[src/assert_macros.svh]
// Assertion macros shared by the RTL.
`ifndef ASSERT_MACROS_SVH
`define ASSERT_MACROS_SVH

// Property checked on every rising clk edge, off while rst_n is low.
`define ASSERT_CLK(label, prop, msg) \
    label: assert property (@(posedge clk) disable iff (!rst_n) (prop)) else $error(msg);

// Condition that must never hold on a rising clk edge.
`define ASSERT_NEVER(label, cond, msg) \
    label: assert property (@(posedge clk) disable iff (!rst_n) !(cond)) else $error(msg);

`endif

[src/abap_pkg.sv]
// Shared types and constants of the block-average apogee detector.
package abap_pkg;

    localparam int ALT_W    = 24;
    localparam int TIME_W   = 32;
    localparam int APOGEE_W = 23;

    localparam logic signed [ALT_W-1:0] ALT_MAX = 24'sh7FFFFF;
    localparam logic signed [ALT_W-1:0] ALT_MIN = 24'sh800000;

    typedef struct packed {
        logic signed [ALT_W-1:0] alt;
        logic [TIME_W-1:0]       stamp;
    } hist_entry_t;

endpackage

[src/abap_history.sv]
// History ring buffer: one synchronous memory, push port and indexed read port.
module abap_history #(
    parameter int DEPTH = 8,
    parameter int IDX_W = 3
) (
    input  logic                 clk,
    input  logic                 rst_n,
    input  logic                 push,
    input  abap_pkg::hist_entry_t push_data,
    input  logic                 rd_en,
    input  logic [IDX_W-1:0]     rd_idx,
    output abap_pkg::hist_entry_t rd_data
);

    localparam int FILL_W = $clog2(DEPTH + 1);

    abap_pkg::hist_entry_t mem [DEPTH];

    logic [IDX_W-1:0]      wr_ptr_reg;
    logic [IDX_W-1:0]      wr_ptr_next;
    logic [FILL_W-1:0]     fill_reg;
    logic [FILL_W-1:0]     fill_next;
    abap_pkg::hist_entry_t rd_data_reg;
    logic                  empty_slot_reg;
    logic signed [IDX_W:0] addr_diff;
    logic [IDX_W-1:0]      rd_addr;

    // Logical index 0 is the youngest entry, just below the write pointer.
    always_comb
    begin
        addr_diff = $signed({1'b0, wr_ptr_reg}) - $signed({1'b0, rd_idx})
                    - $signed((IDX_W+1)'(1));
        if (addr_diff[IDX_W])
        begin
            addr_diff = addr_diff + $signed((IDX_W+1)'(DEPTH));
        end
        rd_addr = addr_diff[IDX_W-1:0];
    end

    always_comb
    begin
        wr_ptr_next = wr_ptr_reg;
        fill_next   = fill_reg;
        if (push)
        begin
            if (wr_ptr_reg == IDX_W'(DEPTH - 1))
            begin
                wr_ptr_next = '0;
            end
            else
            begin
                wr_ptr_next = wr_ptr_reg + IDX_W'(1);
            end
            if (fill_reg != FILL_W'(DEPTH))
            begin
                fill_next = fill_reg + FILL_W'(1);
            end
        end
    end

    always_ff @(posedge clk or negedge rst_n)
    begin
        if (!rst_n)
        begin
            wr_ptr_reg <= '0;
            fill_reg   <= '0;
        end
        else
        begin
            wr_ptr_reg <= wr_ptr_next;
            fill_reg   <= fill_next;
        end
    end

    always_ff @(posedge clk)
    begin
        if (push)
        begin
            mem[wr_ptr_reg] <= push_data;
        end
    end

    always_ff @(posedge clk)
    begin
        if (rd_en)
        begin
            rd_data_reg    <= mem[rd_addr];
            empty_slot_reg <= ({1'b0, rd_idx} >= (IDX_W+1)'(fill_reg));
        end
    end

    // Slots never written read as zero.
    assign rd_data = empty_slot_reg ? '0 : rd_data_reg;

endmodule

[src/altitude_block_average_apogee.sv]
// Top level of the block-average barometric apogee detector.
//
// Input channel: sample_altitude (signed cm) and sample_time (ms), taken on
// a rising clk edge with sample_valid high and sample_stall low.
// Output channel: one result transaction per input transaction, held on the
// result ports while result_valid is high and result_stall is high.
// Each sample goes through: accept, block average (only on the sample that
// closes a block: multiply by the reciprocal of SAMPLES_PER_BLOCK), history
// walk (one read of the history memory per cycle), result load. A new sample
// is taken once the previous one is loaded.
// The next sample is accepted while a result still waits in the output
// register; a stalled receiver holds the block in result load.
// Reset clears counters, sums, reference, filtered value and the history
// fill count; history slots not yet written read as zero.
`include "assert_macros.svh"

module altitude_block_average_apogee #(
    parameter int SAMPLES_PER_BLOCK = 8,
    parameter int HISTORY_DEPTH     = 8
) (
    input  logic                clk,
    input  logic                rst_n,
    input  logic                sample_valid,
    output logic                sample_stall,
    input  logic signed [23:0]  sample_altitude,
    input  logic [31:0]         sample_time,
    output logic                result_valid,
    input  logic                result_stall,
    output logic signed [23:0]  filtered_altitude,
    output logic [31:0]         filtered_time,
    output logic                block_done,
    output logic                calibrating,
    output logic                past_apogee,
    output logic [22:0]         apogee_altitude,
    output logic [31:0]         apogee_time
);

    localparam int ALT_W   = abap_pkg::ALT_W;
    localparam int TIME_W  = abap_pkg::TIME_W;
    localparam int APO_W   = abap_pkg::APOGEE_W;
    localparam int LOG_N   = $clog2(SAMPLES_PER_BLOCK);
    localparam int CNT_W   = (SAMPLES_PER_BLOCK > 1) ? LOG_N : 1;
    localparam int SUM_W   = ALT_W + LOG_N;
    localparam int MAG_W   = SUM_W;
    localparam int K       = MAG_W + LOG_N;
    localparam int PROD_W  = 2 * MAG_W + 1;
    localparam int AVG_W   = ALT_W + 1;
    localparam int IDX_W   = (HISTORY_DEPTH > 1) ? $clog2(HISTORY_DEPTH) : 1;
    localparam logic [63:0] MAGIC_FULL =
        ((64'd1 << K) + 64'(SAMPLES_PER_BLOCK) - 64'd1) / 64'(SAMPLES_PER_BLOCK);
    localparam logic [MAG_W:0] MAGIC = MAGIC_FULL[MAG_W:0];

    localparam logic [2:0] S_IDLE = 3'd0;
    localparam logic [2:0] S_DIV1 = 3'd1;
    localparam logic [2:0] S_DIV2 = 3'd2;
    localparam logic [2:0] S_DIV3 = 3'd3;
    localparam logic [2:0] S_SCAN = 3'd4;
    localparam logic [2:0] S_LAST = 3'd5;
    localparam logic [2:0] S_OUT  = 3'd6;

    logic [2:0]              state_reg;
    logic [CNT_W-1:0]        count_reg;
    logic signed [SUM_W-1:0] sum_reg;
    logic                    ref_valid_reg;
    logic signed [ALT_W-1:0] ref_reg;
    logic signed [ALT_W-1:0] cur_alt_reg;
    logic [TIME_W-1:0]       cur_time_reg;
    logic [TIME_W-1:0]       t_reg;
    logic                    done_reg;
    logic                    neg_reg;
    logic [MAG_W-1:0]        mag_reg;
    logic [PROD_W-1:0]       prod_reg;
    logic [IDX_W-1:0]        idx_reg;
    logic                    chk_vld_reg;
    logic                    past_reg;
    logic                    stop_reg;
    logic [APO_W-1:0]        best_alt_reg;
    logic [TIME_W-1:0]       best_time_reg;

    logic                    result_valid_reg;
    logic signed [ALT_W-1:0] out_alt_reg;
    logic [TIME_W-1:0]       out_time_reg;
    logic                    out_done_reg;
    logic                    out_cal_reg;
    logic                    out_past_reg;
    logic [APO_W-1:0]        out_apo_alt_reg;
    logic [TIME_W-1:0]       out_apo_time_reg;

    logic                    accept;
    logic                    out_load;
    logic [CNT_W:0]          count_inc;
    logic                    block_end;
    logic signed [SUM_W-1:0] sum_next;
    logic signed [SUM_W:0]   neg_sum;
    logic [AVG_W-1:0]        q_mag;
    logic signed [AVG_W-1:0] avg;
    logic signed [AVG_W:0]   diff;
    logic signed [ALT_W-1:0] diff_sat;
    logic                    push;
    logic                    rd_en;
    abap_pkg::hist_entry_t   push_data;
    abap_pkg::hist_entry_t   rd_data;
    logic                    apogee_nonzero;

    assign accept       = sample_valid && !sample_stall;
    assign sample_stall = (state_reg != S_IDLE);
    assign out_load     = (state_reg == S_OUT) && (!result_valid_reg || !result_stall);

    assign count_inc = {1'b0, count_reg} + (CNT_W+1)'(1);
    assign block_end = (count_inc == (CNT_W+1)'(SAMPLES_PER_BLOCK));
    assign sum_next  = sum_reg + SUM_W'(sample_altitude);
    assign neg_sum   = -((SUM_W+1)'(sum_reg)) + (SUM_W+1)'(SAMPLES_PER_BLOCK - 1);

    // floor(sum / N) via |sum| (biased for negatives) times ceil(2^K / N)
    assign q_mag = prod_reg[K +: AVG_W];
    assign avg   = neg_reg ? -$signed(q_mag) : $signed(q_mag);
    assign diff  = (AVG_W+1)'(avg) - (AVG_W+1)'(ref_reg);

    always_comb
    begin
        if (diff > (AVG_W+1)'(abap_pkg::ALT_MAX))
        begin
            diff_sat = abap_pkg::ALT_MAX;
        end
        else if (diff < (AVG_W+1)'(abap_pkg::ALT_MIN))
        begin
            diff_sat = abap_pkg::ALT_MIN;
        end
        else
        begin
            diff_sat = diff[ALT_W-1:0];
        end
    end

    assign push            = (state_reg == S_DIV3) && ref_valid_reg;
    assign push_data.alt   = cur_alt_reg;
    assign push_data.stamp = cur_time_reg;
    assign rd_en           = (state_reg == S_SCAN);

    abap_history #(
        .DEPTH (HISTORY_DEPTH),
        .IDX_W (IDX_W)
    ) u_history (
        .clk       (clk),
        .rst_n     (rst_n),
        .push      (push),
        .push_data (push_data),
        .rd_en     (rd_en),
        .rd_idx    (idx_reg),
        .rd_data   (rd_data)
    );

    always_ff @(posedge clk or negedge rst_n)
    begin
        if (!rst_n)
        begin
            state_reg     <= S_IDLE;
            count_reg     <= '0;
            sum_reg       <= '0;
            ref_valid_reg <= 1'b0;
            ref_reg       <= '0;
            cur_alt_reg   <= '0;
            cur_time_reg  <= '0;
            idx_reg       <= '0;
            chk_vld_reg   <= 1'b0;
        end
        else
        begin
            chk_vld_reg <= (state_reg == S_SCAN);
            unique case (state_reg)
                S_IDLE:
                begin
                    if (accept)
                    begin
                        sum_reg <= sum_next;
                        idx_reg <= '0;
                        if (block_end)
                        begin
                            count_reg <= '0;
                            state_reg <= S_DIV1;
                        end
                        else
                        begin
                            count_reg <= count_inc[CNT_W-1:0];
                            state_reg <= S_SCAN;
                        end
                    end
                end
                S_DIV1:
                begin
                    sum_reg   <= '0;
                    state_reg <= S_DIV2;
                end
                S_DIV2:
                begin
                    state_reg <= S_DIV3;
                end
                S_DIV3:
                begin
                    if (!ref_valid_reg)
                    begin
                        ref_reg       <= avg[ALT_W-1:0];
                        ref_valid_reg <= 1'b1;
                    end
                    else
                    begin
                        cur_alt_reg  <= diff_sat;
                        cur_time_reg <= t_reg;
                    end
                    state_reg <= S_SCAN;
                end
                S_SCAN:
                begin
                    if (idx_reg == IDX_W'(HISTORY_DEPTH - 1))
                    begin
                        state_reg <= S_LAST;
                    end
                    else
                    begin
                        idx_reg <= idx_reg + IDX_W'(1);
                    end
                end
                S_LAST:
                begin
                    state_reg <= S_OUT;
                end
                S_OUT:
                begin
                    if (out_load)
                    begin
                        state_reg <= S_IDLE;
                    end
                end
                default:
                begin
                    state_reg <= S_IDLE;
                end
            endcase
        end
    end

    always_ff @(posedge clk)
    begin
        if (accept)
        begin
            t_reg         <= sample_time;
            done_reg      <= block_end;
            past_reg      <= 1'b1;
            stop_reg      <= 1'b0;
            best_alt_reg  <= '0;
            best_time_reg <= '0;
        end
        if (state_reg == S_DIV1)
        begin
            neg_reg <= sum_reg[SUM_W-1];
            mag_reg <= sum_reg[SUM_W-1] ? neg_sum[MAG_W-1:0] : sum_reg[MAG_W-1:0];
        end
        if (state_reg == S_DIV2)
        begin
            prod_reg <= PROD_W'(mag_reg) * PROD_W'(MAGIC);
        end
        // youngest entry first; the first entry at or below the filtered value ends the walk
        if (chk_vld_reg && !stop_reg)
        begin
            if (cur_alt_reg >= rd_data.alt)
            begin
                past_reg <= 1'b0;
                stop_reg <= 1'b1;
            end
            else if (rd_data.alt > $signed({1'b0, best_alt_reg}))
            begin
                best_alt_reg  <= rd_data.alt[APO_W-1:0];
                best_time_reg <= rd_data.stamp;
            end
        end
    end

    always_ff @(posedge clk or negedge rst_n)
    begin
        if (!rst_n)
        begin
            result_valid_reg <= 1'b0;
        end
        else if (out_load)
        begin
            result_valid_reg <= 1'b1;
        end
        else if (!result_stall)
        begin
            result_valid_reg <= 1'b0;
        end
    end

    always_ff @(posedge clk)
    begin
        if (out_load)
        begin
            out_alt_reg      <= cur_alt_reg;
            out_time_reg     <= cur_time_reg;
            out_done_reg     <= done_reg;
            out_cal_reg      <= !ref_valid_reg;
            out_past_reg     <= past_reg;
            out_apo_alt_reg  <= past_reg ? best_alt_reg : '0;
            out_apo_time_reg <= past_reg ? best_time_reg : '0;
        end
    end

    assign result_valid      = result_valid_reg;
    assign filtered_altitude = out_alt_reg;
    assign filtered_time     = out_time_reg;
    assign block_done        = out_done_reg;
    assign calibrating       = out_cal_reg;
    assign past_apogee       = out_past_reg;
    assign apogee_altitude   = out_apo_alt_reg;
    assign apogee_time       = out_apo_time_reg;

    assign apogee_nonzero = (apogee_altitude != '0) || (apogee_time != '0);

    `ASSERT_NEVER(a_push_during_walk, push && rd_en, "history push collides with walk read")
    `ASSERT_NEVER(a_ref_lost, $fell(ref_valid_reg), "reference cleared outside reset")
    `ASSERT_CLK(a_load_from_out, $rose(result_valid) |-> $past(state_reg) == S_OUT, "stray result")
    `ASSERT_NEVER(a_apogee_zero, result_valid && !past_apogee && apogee_nonzero, "stray apogee")

endmodule
[config.mk]
export PLATFORM = sky130hd
export DESIGN_NAME = altitude_block_average_apogee
export DESIGN_NICKNAME = d
export VERILOG_FILES = /design/src/abap_pkg.sv /design/src/abap_history.sv /design/src/altitude_block_average_apogee.sv
export VERILOG_INCLUDE_DIRS = /design/src /design/src/src
export SDC_FILE = /design/constraint.sdc
export NUM_CORES = 1
export LEC_CHECK = 0
export BUFFER_PORTS_ARGS = -buffer_cell sky130_fd_sc_hd__buf_2
export CAP_MARGIN = 20
export CORE_ASPECT_RATIO = 1.2
export CORE_MARGIN = 5
export CORE_UTILIZATION = 55
export CTS_CLUSTER_SIZE = 28
export DETAILED_ROUTE_END_ITERATION = 12
export HOLD_SLACK_MARGIN = 0.15
export PLACE_DENSITY = 0.76
export SYNTH_ARGS = -nofsm -noshare
export SYNTH_HDL_FRONTEND = slang
export SYNTH_HIERARCHICAL = 1
export SYNTH_SLANG_ARGS = --single-unit
[constraint.sdc]
create_clock -name clk -period 6.3 [get_ports clk]
set_clock_uncertainty 0.2 [all_clocks]
set_input_delay 0.315 -clock clk [delete_from_list [all_inputs] [get_ports clk]]
set_output_delay 0.315 -clock clk [all_outputs]
set_load 0.01 [all_outputs]
==> results of run 1 <==
-- per-stage QoR --
step	hold slack [ns]	power, W
finish	0.189	0.0173
global route	0.167	0.0182
CTS	0.151	0.0174
detailed placement	0.184	0.0121
global placement	0.175	0.0120
floorplan	-0.181	0.0110
-- cells by family after synthesis --
family / Yosys count
AND/OR/NAND/NOR: 567
adder cells (fa/ha/maj): 115
buffers and inverters: 229
AO/OA/AOI/OAI: 296
multiplexers: 230
flip-flops: 884
XOR/XNOR: 90
-- layout by cell type, fill, tap and decap left out, drive strengths merged, types with 27 or more instances in the layout --
cell	count
buf	208
clkbuf	103
clkinv	39
edfxtp	701
nor2	73
xnor2	71
mux2i	58
nand2b	27
mux2	60
inv	144
dfxtp	57
ha	112
mux4	112
nor2b	63
and2	61
a21o	41
o21ai	97
dfrtp	126
nand2	266
dlygate4sd3	68
a21oi	74
-- worst register-to-register path, delay by kind of cell, from the launching register on --
kind                     cells  cell delay [ns]
AO/OA/AOI/OAI                9             2.51
AND/OR/NAND/NOR              5             1.71
flip-flops                   1             0.42
XOR/XNOR                     2             0.40
adder cells (fa/ha/maj)      1             0.31
-- cell type report --
class,count,area [µm²],area share [%]
flip-flops and latches,884,25300,59.6
repair buffers,276,1880,4.41
multi-input cells,1298,10800,25.3
inverters,141,529,1.24
clock inverters,57,627,1.47
clock buffers,103,2270,5.33
well taps,901,1130,2.65
-- worst paths after layout --
kind / endpoint / slack, ns / depth (start not counted)
min in group asynchronous: cur_time_reg[2] / 0.61 / 4
min reg2reg: prod_reg[46] / 0.22 / 0
max reg2reg: cur_alt_reg[0] / 0.68 / 17
max in group asynchronous: ref_reg[4] / 4.51 / 4
min: t_reg[22] / 0.19 / 2
max: cur_alt_reg[0] / 0.68 / 17
-- routing by layer --
metal / track usage (%) / wire (µm)
met5: 0 / 0
met4: 5.27 / 1400
met3: 3.35 / 4730
met2: 36.7 / 38800
met1: 29.0 / 31500
-- report_power, final --
| group | total [W] | switching [W] | internal, W | leakage [nW] |
|---|---|---|---|---|
| Clock | 0.00518 | 0.00221 | 0.00297 | 1.41 |
| Sequential | 0.00764 | 0.000434 | 0.00721 | 8.08 |
| Combinational | 0.00445 | 0.00253 | 0.00192 | 5.83 |
-- what timing repair did --
item / in CTS / in global routing
endpoints found under the hold margin: 139 / 0
hold buffers: 69 / 0
resized for setup: 0 / 0
==> reports/metrics.yaml, run 1 <==
netlist_area_um2: 36900
critPathLaunch: "prod_reg[35]"
fp.dieW_um: 247
period_needed_ns: 5.62
synth_simple_gate_area_share_pct: 7.37
postLayoutCellArea_um2: 42500
synth_fa_ha_area_share_pct: 3.96
syn_inst: 2411
max_slew_margin_pct: 27.0
crit_slowest_cell: "a221o_1"
netlist.area_leader.share_pct: 57.0
async_flop_share_pct: 14.3
critPathRequiredTime_ns: 6.64
antenna_found_initial: 0
status: "finished clean"
synth_top_family_by_area: "multiplexers"
synth_ff_type: "edfxtp_1"
p_leak_nw: 15.3
critical_path_arrival_ns: 5.95
synth_seq_cells: 884
crit_chain: "or4_4 > nor4_4 > or3b_1 > or3_1 > o41ai_2 > xnor2_1 > ha_1 > o211ai_1 > a31oi_1 > a211oi_1 > a2bb2oi_1 > o21ai_0 > a41oi_1 > xnor2_1 > a221o_1 > nor2_1 > a221oi_1"
hold_path.startpoint: "sample_time[22]"
vias: 20600
synth.most_common_cell: "edfxtp_1"
cp-start-kind: "flip-flop"
ys_warn_count: 6
antennaDiodeCount: 0
grt_max_degree: 101
synth-edff-count: 701
worstSetupEndpointType: "flip-flop"
die_h_um: 294
crit_type: "reg -> reg"
grt_setup_unrepaired: "false"
syn-num-nets: 2586
avgSynthCellArea_um2: 15.3
drive_gt1_share_pct: 19.9
synth_compound_area_share_pct: 5.04
largest_reg_flops: 448
min_period_over_period_pct: 89.1
clk_latency_ns: 0.64
grt_pass1_vias: 21700
wl_per_cell_um: 20.9
clockBufferDepth: 3
r2r-start: "prod_reg[35]"
worst_path_most_repeated_cell: "xnor2_1"
synth.area.top_cells: "edfxtp_1 57%, dfrtp_1 8.5%, mux4_2 6.8%"
routed_wl_um: 76500
cpPeakStageDelay_ns: 0.66
dieArea_um2: 72400
worst_pin_slew_ns: 1.09
numPortBuffers: 175
coreArea_um2: 66900
numClockSinks: 884
min_path_type: "in -> reg"
route.antenna.remaining_nets: 0
crit_family: "compound AO/OA/AOI/OAI gates"
setup_ws_ns: 0.685
grt_pass1_wl_um: 121000
place_ws_ns: 0.755
worst-path-max-fanout: 22
place_hpwl_um: 45800
setup_viol: 0
placed_area_um2: 38900
track_usage_pct: 21.4
ys_top_cells_by_count: "701 x edfxtp_1, 266 x nand2_1, 141 x inv_1"
cts_buffers: 85
synth_top_cell_by_area: "edfxtp_1"
synth_xor_area_share_pct: 2.14
gp_congestion: 0.884
drc: 0
area_delta_synth_final_pct: 15.2
crit_buf_inv: 0
final_core_util_pct: 63.6
synth.mux.area_fraction_pct: 10.3
tns_ns: 0
ir_drop_mv: 0.613
power_density_nw_per_um2: 406
start_util_pct: 55.2
vias_per_cell: 5.62
dp_cells: 3430
rows: 104
num-fill-cells: 4646
fin_cells: 3660
hold_viol_final: 0
fmax_mhz: 178
maxCapViolCount: 0
htreeDepth: 3
ios: 176
synthDistinctLibCells: 71
clock-root-buffer: "clkbuf_16"
report.final.slew_viol_count: 0
seq_area_frac_synth_pct: 68.6
overflow: 0
cts_tree: "yes"
post_cts_buffers: 0
first_pass_iters: 6
nets: 2861
path_clk_slew_ns: 0.06
drtIter0Drc: 1674
Note: power is estimated with default switching activity, not from simulation.
==> run 2: changes to the inputs <==
ABC_AREA = 1   (was default)
CORE_UTILIZATION = 56   (was 55)
PLACE_DENSITY = 0.77   (was 0.76)
clock period = 5 ns   (was 6.3 ns; I/O delays follow)
==> run 2 against run 1 <==
Synthesized area grew 13%. Die area grew 11%. Clock power grew 31%. Power grew 84%. Non-clock buffer count grew 39. Largest cell class unchanged. Sequential cell count is the same.
==> reports/metrics.yaml, run 2 <==
synth.most_common_cell: "nand2_1"
worst-path-max-fanout: 12  # -45%
synth-edff-count: 701  # unchanged
htreeDepth: 3  # unchanged
status: "finished clean"
p_int_w: 0.0183  # +51%
cts.repair.resized: 0  # unchanged
grt_pass1_vias: 29900  # +38%
drc: 0  # unchanged
clkPwrFrac_pct: 21.3  # -8.7 points
track_usage_pct: 25.1  # +3.8 points
fp.dieW_um: 259  # +5.1%
synthDistinctLibCells: 49  # -31%
grt_setup_unrepaired: "false"
routed.top_layer: "met4"
coreArea_um2: 73800  # +10%
numPortBuffers: 175  # unchanged
worstSetupEndpointType: "flip-flop"
dr_wl_met3_um: 6810  # +44%
ios: 176  # unchanged
seq_area_frac_synth_pct: 60.8  # -7.9 points
syn_inst: 4437  # +84%
grt_max_degree: 120  # +19%
ys_warn_count: 6  # unchanged
worst_pin_slew_ns: 1.04  # -0.0540 ns
crit_slowest_cell: "edfxtp_1"
vias_per_cell: 5.18  # -7.9%
ir_drop_mv: 0.680  # +11%
route.antenna.remaining_nets: 0  # unchanged
critical_path_arrival_ns: 4.66  # -1.29 ns
antenna_found_initial: 0  # unchanged
vias: 29800  # +45%
cts_tree: "yes"
crit_buf_inv: 1  # +1
first_pass_iters: 6  # unchanged
fmax_mhz: 230  # +29%
final_common_cell: "nand2_1"
start_util_pct: 56.5  # +1.3 points
min_period_over_period_pct: 86.8  # -2.3 points
post_cts_buffers: 0  # unchanged
area_delta_synth_final_pct: 13.8
place_hpwl_um: 63200  # +38%
largest_reg_flops: 448  # unchanged
wl_per_cell_um: 17.5  # -16%
drtIter0Drc: 2421  # +45%
cp-start-kind: "flip-flop"
switching_share_pct: 42.4  # +13 points
clockBufferDepth: 3  # unchanged
hold_viol_final: 0  # unchanged
setup_viol: 0  # unchanged
rows: 109  # +4.8%
netlist.area_leader.share_pct: 50.5  # -6.6 points
min_path_type: "reg -> reg"
power_density_nw_per_um2: 671  # +65%
synth_ff_type: "edfxtp_1"
numClockSinks: 884  # unchanged
report.final.slew_viol_count: 0  # unchanged
cpPeakStageDelay_ns: 0.40  # -0.26 ns
crit_type: "reg -> reg"
ys_top_cells_by_count: "1417 x nand2_1, 879 x inv_1, 701 x edfxtp_1"
clk_latency_ns: 0.65  # about the same
cts_buffers: 85  # unchanged
max_slew_margin_pct: 30.6  # +3.6 points
p_sw_w: 0.0135  # +160%
die_h_um: 309  # +5.2%
nets: 4859  # +70%
avgSynthCellArea_um2: 9.40  # -39%
crit_family: "simple AND/OR/NAND/NOR gates"
synth.area.top_cells: "edfxtp_1 50%, nand2_1 13%, inv_1 7.9%"
critPathRequiredTime_ns: 5.32  # -1.32 ns
grt_pass1_wl_um: 159000  # +31%
netlist_area_um2: 41700  # +13%
total_power_w: 0.0318  # +84%
wl_met1_um: 39700  # +26%
synth_seq_cells: 884  # unchanged
tns_ns: 0  # unchanged
layout_common_cells: "1414 x nand2_1, 879 x inv_1, 701 x edfxtp_1, 276 x nand3_1, 174 x buf_2"
drive_gt1_share_pct: 10.2  # -9.7 points
period_needed_ns: 4.34  # -1.27 ns
synth_top_cell_by_area: "edfxtp_1"
clock-root-buffer: "clkbuf_16"
maxCapViolCount: 0  # unchanged
ctsHoldBuffers: 99  # +43%
p_leak_nw: 22.4  # +46%
async_flop_share_pct: 14.3  # unchanged
syn-num-nets: 4612  # +78%
route.met2.wl_um: 50400  # +30%
routed_wl_um: 101000  # +31%
power_frac_comb_pct: 42.4  # +17 points
path_clk_slew_ns: 0.06  # about the same
p_seq_share_pct: 36.3  # -7.9 points
gp_congestion: 0.989  # +12%
overflow: 0  # unchanged
crit_chain: "nor2_1 > nand3_1 > nor2_1 > nand2_1 > nor3_1 > nand3_1 > o21ai_0 > nand3_1 > and2_1 > ha_1 > a21oi_1 > nand2_1 > a21oi_1 > nand4_1 > nand2_1 > nand2_2 > a21oi_4 > buf_4 > a21oi_2"
dieArea_um2: 80100  # +11%
==> run 2: cell types whose count changed after synthesis, moves of 59 or more <==
cell     change
nand2_1   +1151
inv_1      +738
nand3_1    +259
mux4_2     -111
nor2_1     +110
buf_2       +68
nand4_1     +67
nor2b_1     -63
mux2_2      -59
==> run 2: area by class of cell <==
cell class	instances	area, µm²
tap	999	1250
timing repair buffer	315	2300
inverter	892	3350
antenna	1	2.50
clock inverter	48	658
sequential	884	25300
fill	5704	26300
multi-input combinational	2506	12300
clock buffer	112	2310
==> run 2: path summary, 6_finish.rpt <==
path	start	to	slack [ns]	cells past startpoint
worst max-delay path	prod_reg[34]	cur_alt_reg[15]	0.66	19
worst min-delay path	mag_reg[9]	prod_reg[36]	0.22	0
worst max register to register	prod_reg[34]	cur_alt_reg[15]	0.66	19
worst min register to register	mag_reg[9]	prod_reg[36]	0.22	0
max in group asynchronous	rst_n	ref_reg[21]	3.62	4
min in group asynchronous	rst_n	u_history/wr_ptr_reg[2]	0.58	4
==> run 2: metal layers <==
metal	vias to the layer above	GRT usage (%)
met1	14000	31.4
li1	14500	-
met4	0	9.91
met3	236	3.89
met5	-	0
met2	1101	44.4
==> run 2: power by group through the flow <==
stage                     Sequential, W  Combinational, W  Clock [W]
final                            0.0116            0.0135    0.00678
after floorplan                  0.0112            0.0102          0
after detailed placement         0.0117            0.0132          0
after CTS                        0.0116            0.0134    0.00688
after global routing             0.0118            0.0151    0.00720
after global placement           0.0117            0.0129          0
==> run 2: cells by family after synthesis <==
group	count (synthesis)	share of synthesized area (%)
compound gates	255	3.51
xor+xnor	62	1.30
fa+ha+maj	115	3.50
buf+inv	1047	10.2
flops	884	60.8
simple gates	2074	20.7
==> run 2: stage by stage <==
step / cells / instance area, µm² / utilization, % / worst slack [ns] / hold WS (ns)
finish: 5757 / 47500 / 64.4 / 0.658 / 0.217
global route: 5756 / 47500 / 64.4 / 0.335 / 0.225
CTS: 5756 / 47500 / 64.4 / 0.749 / 0.218
detailed placement: 5497 / 43500 / 59.0 / 0.750 / 0.180
global placement: 5497 / 43500 / 59.0 / 0.887 / 0.194
floorplan: 4437 / 41700 / - / 0.216 / -0.246
